File: src/hw/rtl/tcjl_pkg.sv
`timescale 1ns / 1ps
// ----------------------------------------------------------------------------
// tcjl_pkg
// Shared widths, constants and voltage/temperature tables of the
// thermocouple cold-junction linearizer.
// ----------------------------------------------------------------------------
package tcjl_pkg;

  localparam int TABLE_POINTS_DEF = 16;
  localparam int ROM_DEPTH        = 64;
  localparam int ROM_IW           = 6;

  localparam int TAB_W    = 20;  // table entry, signed
  localparam int COLD_W   = 17;  // cold temperature, 1/128 degC
  localparam int TEMP_W   = 17;  // result temperature, 1/128 degC
  localparam int CPLV_W   = 24;  // couple voltage, 1/16 uV
  localparam int SUM_W    = 24;  // summed voltage, 1/16 uV
  localparam int PROD_W   = 32;  // interpolation product
  localparam int LERP_YW  = 22;  // interpolated value
  localparam int COLD_QW  = 18;  // quotient bits, temperature to voltage
  localparam int HOT_QW   = 14;  // quotient bits, voltage to temperature

  localparam logic signed [CPLV_W-1:0] CPL_SCALE = 24'sd125;

  function automatic logic signed [TAB_W-1:0] volt_at(input logic [ROM_IW-1:0] idx);
    logic signed [TAB_W-1:0] v;
    case (idx)
      6'd0:    v = 20'sd0;
      6'd1:    v = 20'sd5072;
      6'd2:    v = 20'sd27760;
      6'd3:    v = 20'sd34352;
      6'd4:    v = 20'sd47360;
      6'd5:    v = 20'sd50944;
      6'd6:    v = 20'sd54256;
      6'd7:    v = 20'sd60896;
      6'd8:    v = 20'sd65520;
      6'd9:    v = 20'sd74128;
      6'd10:   v = 20'sd96928;
      6'd11:   v = 20'sd141760;
      6'd12:   v = 20'sd188800;
      6'd13:   v = 20'sd235840;
      6'd14:   v = 20'sd283200;
      6'd15:   v = 20'sd330240;
      default: v = '0;
    endcase
    return v;
  endfunction

  function automatic logic signed [TAB_W-1:0] temp_at(input logic [ROM_IW-1:0] idx);
    logic signed [TAB_W-1:0] t;
    case (idx)
      6'd0:    t = 20'sd0;
      6'd1:    t = 20'sd1024;
      6'd2:    t = 20'sd5504;
      6'd3:    t = 20'sd7424;
      6'd4:    t = 20'sd9294;
      6'd5:    t = 20'sd9984;
      6'd6:    t = 20'sd10624;
      6'd7:    t = 20'sd11904;
      6'd8:    t = 20'sd12800;
      6'd9:    t = 20'sd14464;
      6'd10:   t = 20'sd18944;
      6'd11:   t = 20'sd27903;
      6'd12:   t = 20'sd37139;
      6'd13:   t = 20'sd46162;
      6'd14:   t = 20'sd55140;
      6'd15:   t = 20'sd64000;
      default: t = '0;
    endcase
    return t;
  endfunction

endpackage

File: src/hw/rtl/tcjl_div.sv
`timescale 1ns / 1ps
// ----------------------------------------------------------------------------
// tcjl_div
// Pipelined restoring divider, one quotient bit per stage, with a side tag
// that travels alongside each item.
// ----------------------------------------------------------------------------
module tcjl_div #(
  parameter int AW = 33,
  parameter int DW = 21,
  parameter int QW = 18,
  parameter int TW = 8
) (
  input  logic          clk,
  input  logic          rst,
  input  logic          in_v,
  input  logic [AW-1:0] in_num,
  input  logic [DW-1:0] in_den,
  input  logic [TW-1:0] in_tag,
  output logic          out_v,
  output logic [QW-1:0] out_q,
  output logic [TW-1:0] out_tag
);

  localparam int RW = (AW > DW + QW) ? AW : DW + QW;

  logic [RW-1:0] rem [0:QW];
  logic [DW-1:0] den [0:QW];
  logic [QW-1:0] quo [0:QW];
  logic [TW-1:0] tag [0:QW];
  logic          vld [0:QW];

  assign rem[0] = RW'(in_num);
  assign den[0] = in_den;
  assign quo[0] = '0;
  assign tag[0] = in_tag;
  assign vld[0] = in_v;

  for (genvar s = 0; s < QW; s++) begin : g_stage
    localparam int K = QW - 1 - s;
    logic [RW-1:0] trial;
    logic          take;

    always_comb begin
      trial = RW'(den[s]) << K;
      take  = rem[s] >= trial;
    end

    always_ff @(posedge clk) begin
      if (rst) begin
        vld[s+1] <= 1'b0;
      end else begin
        vld[s+1] <= vld[s];
      end
      rem[s+1] <= take ? rem[s] - trial : rem[s];
      den[s+1] <= den[s];
      quo[s+1] <= quo[s] | (QW'(take) << K);
      tag[s+1] <= tag[s];
    end
  end

  assign out_v   = vld[QW];
  assign out_q   = quo[QW];
  assign out_tag = tag[QW];

endmodule

File: src/hw/rtl/tcjl_lerp.sv
`timescale 1ns / 1ps
// ----------------------------------------------------------------------------
// tcjl_lerp
// Piecewise-linear table lookup: segment search, table fetch, multiply,
// magnitudes and rounding bias, divider stages and offset add, all registered.
// ----------------------------------------------------------------------------
module tcjl_lerp #(
  parameter int NPTS = tcjl_pkg::TABLE_POINTS_DEF,
  parameter int XW   = tcjl_pkg::COLD_W,
  parameter int QW   = tcjl_pkg::COLD_QW,
  parameter int YW   = tcjl_pkg::LERP_YW,
  parameter int TW   = 8,
  parameter bit FWD  = 1'b1
) (
  input  logic                 clk,
  input  logic                 rst,
  input  logic                 in_v,
  input  logic signed [XW-1:0] in_x,
  input  logic [TW-1:0]        in_tag,
  output logic                 out_v,
  output logic signed [YW-1:0] out_y,
  output logic [TW-1:0]        out_tag
);

  localparam int TVW = tcjl_pkg::TAB_W;
  localparam int RIW = tcjl_pkg::ROM_IW;
  localparam int IW  = $clog2(NPTS);
  localparam int DXW = ((XW > TVW) ? XW : TVW) + 1;
  localparam int DYW = TVW + 1;
  localparam int PW  = tcjl_pkg::PROD_W;
  localparam int AW  = PW + 1;
  localparam int SDW = TVW + 2 + TW;
  localparam int YIW = ((TVW > QW + 1) ? TVW : QW + 1) + 1;

  function automatic logic signed [TVW-1:0] xtab(input logic [RIW-1:0] i);
    return FWD ? tcjl_pkg::temp_at(i) : tcjl_pkg::volt_at(i);
  endfunction

  function automatic logic signed [TVW-1:0] ytab(input logic [RIW-1:0] i);
    return FWD ? tcjl_pkg::volt_at(i) : tcjl_pkg::temp_at(i);
  endfunction

  // segment search
  logic                 v1;
  logic signed [XW-1:0] x1;
  logic [IW-1:0]        seg1;
  logic [IW-1:0]        seg1_next;
  logic [TW-1:0]        tag1;

  always_comb begin
    int sel;
    sel = NPTS;
    for (int i = NPTS - 1; i >= 0; i--) begin
      if (DXW'(xtab(RIW'(i))) >= DXW'(in_x)) sel = i;
    end
    if (sel > NPTS - 1) sel = NPTS - 1;
    if (sel < 1) sel = 1;
    seg1_next = IW'(sel);
  end

  always_ff @(posedge clk) begin
    if (rst) begin
      v1 <= 1'b0;
    end else begin
      v1 <= in_v;
    end
    x1   <= in_x;
    seg1 <= seg1_next;
    tag1 <= in_tag;
  end

  // table fetch
  logic                  v2;
  logic signed [DXW-1:0] dx2;
  logic signed [DYW-1:0] dy2;
  logic signed [DYW-1:0] den2;
  logic signed [TVW-1:0] y02;
  logic [TW-1:0]         tag2;
  logic [RIW-1:0]        i_hi;
  logic [RIW-1:0]        i_lo;

  always_comb begin
    i_hi = RIW'(seg1);
    i_lo = i_hi - 1'b1;
  end

  always_ff @(posedge clk) begin
    if (rst) begin
      v2 <= 1'b0;
    end else begin
      v2 <= v1;
    end
    dx2  <= DXW'(x1) - DXW'(xtab(i_lo));
    dy2  <= DYW'(ytab(i_hi)) - DYW'(ytab(i_lo));
    den2 <= DYW'(xtab(i_hi)) - DYW'(xtab(i_lo));
    y02  <= ytab(i_lo);
    tag2 <= tag1;
  end

  // multiply
  logic                      v3;
  logic signed [DXW+DYW-1:0] full;
  logic signed [PW-1:0]      prod3;
  logic signed [DYW-1:0]     den3;
  logic signed [TVW-1:0]     y03;
  logic [TW-1:0]             tag3;

  always_comb begin
    full = dy2 * dx2;
  end

  always_ff @(posedge clk) begin
    if (rst) begin
      v3 <= 1'b0;
    end else begin
      v3 <= v2;
    end
    prod3 <= $signed(full[PW-1:0]);
    den3  <= den2;
    y03   <= y02;
    tag3  <= tag2;
  end

  // magnitudes and rounding bias
  logic           v4;
  logic [PW-1:0]  amag;
  logic [DYW-1:0] bmag;
  logic [AW-1:0]  num4;
  logic [DYW-1:0] bmag4;
  logic [SDW-1:0] side4;

  always_comb begin
    amag = prod3[PW-1] ? unsigned'(-prod3) : unsigned'(prod3);
    bmag = den3[DYW-1] ? unsigned'(-den3) : unsigned'(den3);
  end

  always_ff @(posedge clk) begin
    if (rst) begin
      v4 <= 1'b0;
    end else begin
      v4 <= v3;
    end
    num4  <= AW'(amag) + AW'(bmag >> 1);
    bmag4 <= bmag;
    side4 <= {y03, prod3[PW-1] ^ den3[DYW-1], den3 == '0, tag3};
  end

  // divide
  logic           dv;
  logic [QW-1:0]  dq;
  logic [SDW-1:0] dside;

  tcjl_div #(
    .AW (AW),
    .DW (DYW),
    .QW (QW),
    .TW (SDW)
  ) u_div (
    .clk     (clk),
    .rst     (rst),
    .in_v    (v4),
    .in_num  (num4),
    .in_den  (bmag4),
    .in_tag  (side4),
    .out_v   (dv),
    .out_q   (dq),
    .out_tag (dside)
  );

  // offset add
  logic signed [TVW-1:0] dy0;
  logic                  dneg;
  logic                  dzero;
  logic signed [YIW-1:0] qs;
  logic signed [YIW-1:0] ysum;

  always_comb begin
    dy0   = $signed(dside[SDW-1:TW+2]);
    dneg  = dside[TW+1];
    dzero = dside[TW];
    qs    = YIW'($signed({1'b0, dq}));
    if (dneg) qs = -qs;
    ysum = YIW'(dy0) + qs;
    if (dzero) ysum = YIW'(dy0);
  end

  always_ff @(posedge clk) begin
    if (rst) begin
      out_v <= 1'b0;
    end else begin
      out_v <= dv;
    end
    out_y   <= YW'(ysum);
    out_tag <= dside[TW-1:0];
  end

endmodule

File: config.mk
export PLATFORM = sky130hd
export DESIGN_NAME = tcjl_lerp
export DESIGN_NICKNAME = d
export VERILOG_FILES = /design/src/hw/rtl/tcjl_pkg.sv /design/src/hw/rtl/tcjl_div.sv /design/src/hw/rtl/tcjl_lerp.sv
export SDC_FILE = /design/constraint.sdc
export NUM_CORES = 2
export LEC_CHECK = 0
export BUFFER_PORTS_ARGS = -buffer_cell sky130_fd_sc_hd__buf_4
export CORE_ASPECT_RATIO = 1.2
export CORE_MARGIN = 2
export CORE_UTILIZATION = 55
export CTS_CLUSTER_SIZE = 40
export DETAILED_ROUTE_END_ITERATION = 8
export PLACE_DENSITY = 0.84
export SLEW_MARGIN = 10
export SYNTH_ARGS = -nofsm -noshare
export SYNTH_HDL_FRONTEND = slang
export SYNTH_SLANG_ARGS = --single-unit
File: constraint.sdc
create_clock -name clk -period 7.1 [get_ports clk]
set_input_delay 0.355 -clock clk [delete_from_list [all_inputs] [get_ports clk]]
set_output_delay 0.355 -clock clk [all_outputs]
set_load 0.03 [all_outputs]
==> summary.txt <==
Status
  • Status: complete, no violations

STA
  • Worst slew pin tran: 1242 ps
  • Max_slew headroom: 17.22%
  • RSZ-0062 raised after global routing: false
  • Pins Over Slew Limit: 0
  • Worst Skew: 54.95 ps
  • Fin crit period: 6781 ps
  • Period utilization: 95.50%
  • Worst hold slack: 188.9 ps
  • Peak Freq: 0.1475 GHz
  • Final hold vios: 0
  • Final setup viols: 0

Hold path
  • Hold Crit Class: in2reg
  • Hold Path End: tag1[2]
  • Hold depth: 2
  • Hold Crit Start: in_tag[2]

Die
  • Starting Density: 55.53%
  • Die width: 358.0 um
  • Die area: 0.1535 mm^2
  • Die Span Y: 428.8 um
  • Total core area: 0.1489 mm^2
  • Cell Rows: 155
  • # IOs: 59

Critical path
  • Setup slack, reg-to-reg: 320 ps
  • Crit-path most repeated cell: fa_1
  • CP endpoint kind: flip-flop
  • Worst-path fanout max: 11
  • Critical path, cell by cell: and2_1 -> fa_1 -> fa_1 -> fa_1 -> inv_1 -> fa_1 -> inv_1 -> fa_1 -> fa_1 -> fa_1 -> ha_1 -> nor2_1 -> or4b_2 -> a311oi_1 -> nor2_1 -> a41o_1 -> o221ai_2 -> o21ai_1 -> o41ai_2 -> xnor2_1
  • CP Launch Type: flip-flop
  • Worst EP arrival: 7430 ps
  • CP delay by family, top: adder cells
  • Kind of critical path: reg2reg
  • Buf+Inv Stages, Crit Path: 2
  • Reg2Reg Capture Point: prod3[31]
  • CP peak stage delay: 600 ps
  • Worst Path Required: 7750 ps
  • R2R cell count: 20
  • FF-to-FF Start: dx2[7]
  • Slowest cell on the critical path: or4b_2

CTS
  • Setup bufs post-CTS: 0
  • Clock Latency Late Sink: 830 ps
  • Clock sink count: 1919
  • CTS root buf: clkbuf_16
  • Reg clk slew, reported paths: 60 ps
  • CTS tree: yes
  • Total CTS buffers: 175
  • H-Tree Depth: 4
  • CTS Buffer Depth: 3

Synth
  • Netlist Area Pre-Place: 0.08271 mm^2
  • EDFF count, synth: 0
  • Ys flop type: dfxtp_1
  • Fraction of the yosys area taken by sequential cells: 46.45%
  • Mapped Cells: 8302
  • Synth area leader: dfxtp_1
  • Flops & latches, synth: 1919
  • Synth Net Count: 9186
  • Top-area cell type share of the netlist area: 46.45%
  • Main area contributors after synthesis: dfxtp_1, ha_1, fa_1, inv_1, xnor2_1
  • Syn_area_per_cell: 9.963 um^2
  • Yosys cell types: 110
  • Synth warn: 0
  • Async S/R FF share, synth: 0%

Global route
  • Gr ovfl total: 0
  • Largest net degree at the start of global routing: 46
  • Total GRT Usage: 24.81%
  • First-pass GRT wire length: 304700 um
  • Vias in the first global route: 60.24k
  • Initial antenna violation count: 3

Placement
  • DP HPWL: 146400 um
  • Placed instance area: 0.08534 mm^2
  • Placer Congestion: 0.9448
  • Placed insts: 10.19k
  • # port buffers: 58

Route
  • Drt via density: 5.514
  • Routed Antenna Nets: 0
  • Wire per inst: 18.19 um
  • Routed WL: 191800 um
  • Number of remaining DRC errors: 0
  • Initial drt markers: 3768
  • First drt pass iteration count: 7
  • Vias: 58.14k

Final layout
  • Final Util: 61.75%
  • NumNets Final: 9319
  • Synth-to-Final Area Change: 11.20%
  • Multi-input gate area: 0.04029 mm^2
  • Fraction of layout cells with a size suffix above 1: 7.492%
  • Post-Layout Inst Area: 0.09197 mm^2
  • Final std cells w/o fill: 10.54k
  • Ant. Diodes: 0
  • Register area: 0.03842 mm^2
  • Number of fillers in the final layout: 11.62k

Job
  • Max-Cap Viols: 0
synth_stat cells, drive strengths merged (37+ instances only):
master  number
dfxtp     1919
inv        876
nand2      672
ha         557
nor2       470
a21oi      433
o21ai      385
xnor2      358
fa         299
xor2       224
nor3       166
clkbuf     163
nand3      160
a21o       142
and2       127
mux2       115
nor2b      103
nand2b      89
nor4        83
o21a        80
o31ai       70
nand4       69
or3         68
a211oi      55
a31oi       45
o21bai      39
or4         39
or2         37
sequential cells by signal (all words and copies together) (netlist names), 18 cells and up, named ones only:
signal,flops
bmag4,21
u_div.out_q,18
side4,25
u_div.out_tag,25
u_div.quo,153
num4,29
den3,21
u_div.rem,659
u_div.tag,425
out_y,21
u_div.den,299
den2,21
dx2,21
prod3,28
placed cells by master (no fill, tap or decap), types with 224 or more instances in the layout:
cell type  count
ha_1         557
a21oi_1      430
dfxtp_1     1913
nand2_1      671
xor2_1       224
xnor2_1      358
fa_1         299
o21ai_0      375
nor2_1       466
inv_1        872
metal layers:
| metal | vias up | wire (um) | GRT usage [%] |
|---|---|---|---|
| met5 | - | 40 | 0 |
| met4 | 6 | 15480 | 18.07 |
| met3 | 641 | 7213 | 3.864 |
| met2 | 1625 | 101100 | 47.04 |
| met1 | 27570 | 67890 | 23.87 |
| li1 | 28300 | - | - |
worst register-to-register path, cell delays in order (launching register included):
cell and delay [ps]:
dfxtp_1 430, and2_1 240, fa_1 420, fa_1 520, fa_1 550, inv_1 60
fa_1 520, inv_1 70, fa_1 480, fa_1 530, fa_1 490, ha_1 220
nor2_1 140, or4b_2 600, a311oi_1 250, nor2_1 110, a41o_1 290, o221ai_2 220
o21ai_1 140, o41ai_2 250, xnor2_1 130
final cells by class:
class,count,area share (%)
clock buffer,235,5.409
clock inverter,89,1.469
inverter,878,3.583
multi-input combinational,5313,43.81
sequential,1919,41.78
tap,1962,2.669
timing repair buffer,148,1.284
kinds of logic (layout without fill, tap and decap cells):
kind of cell / count (synthesis) / in the layout / synth area share, %
fa+ha+maj: 856 / 856 / 15.66
xor+xnor: 582 / 582 / 6.163
buf+inv: 1070 / 1350 / 4.912
compound gates: 1517 / 1517 / 11.62
simple gates: 2213 / 2213 / 13.27
other cells: 1 / 1 / 0.004534
mux: 144 / 144 / 1.917
flops: 1919 / 1919 / 46.45
worst max-delay path by stage:
| stage | startpoint | end | slack, ps | cells after the start |
|---|---|---|---|---|
| after floorplan | dy2[13] | prod3[31] | 200 | 23 |
| after global placement | dx2[0] | prod3[31] | 90 | 18 |
| after detailed placement | dx2[0] | prod3[31] | -40 | 18 |
| after CTS | dy2[13] | prod3[31] | 30 | 21 |
| after global routing | dx2[7] | prod3[31] | 2 | 20 |
| final | dx2[7] | prod3[31] | 320 | 20 |
repair_timing:
action / 4_1_cts / 5_1_grt
setup endpoints to repair: 1 / 4
resized for setup: 1 / 9
hold buffers: 28 / 0
endpoints found under the hold margin: 48 / 0
cloned: 0 / 0
stage by stage:
step | worst slack (ps) | setup TNS [ps]
5_1_grt | 1.583 | 0
4_1_cts | 25.83 | 0
3_3_place_gp | 85.29 | 0
3_5_place_dp | -36.82 | -36.82
6_report | 319.5 | 0
2_1_floorplan | 200.6 | 0
Power is not shown: default switching activity piles up to over one toggle a cycle in this logic, so the estimate is an artifact.
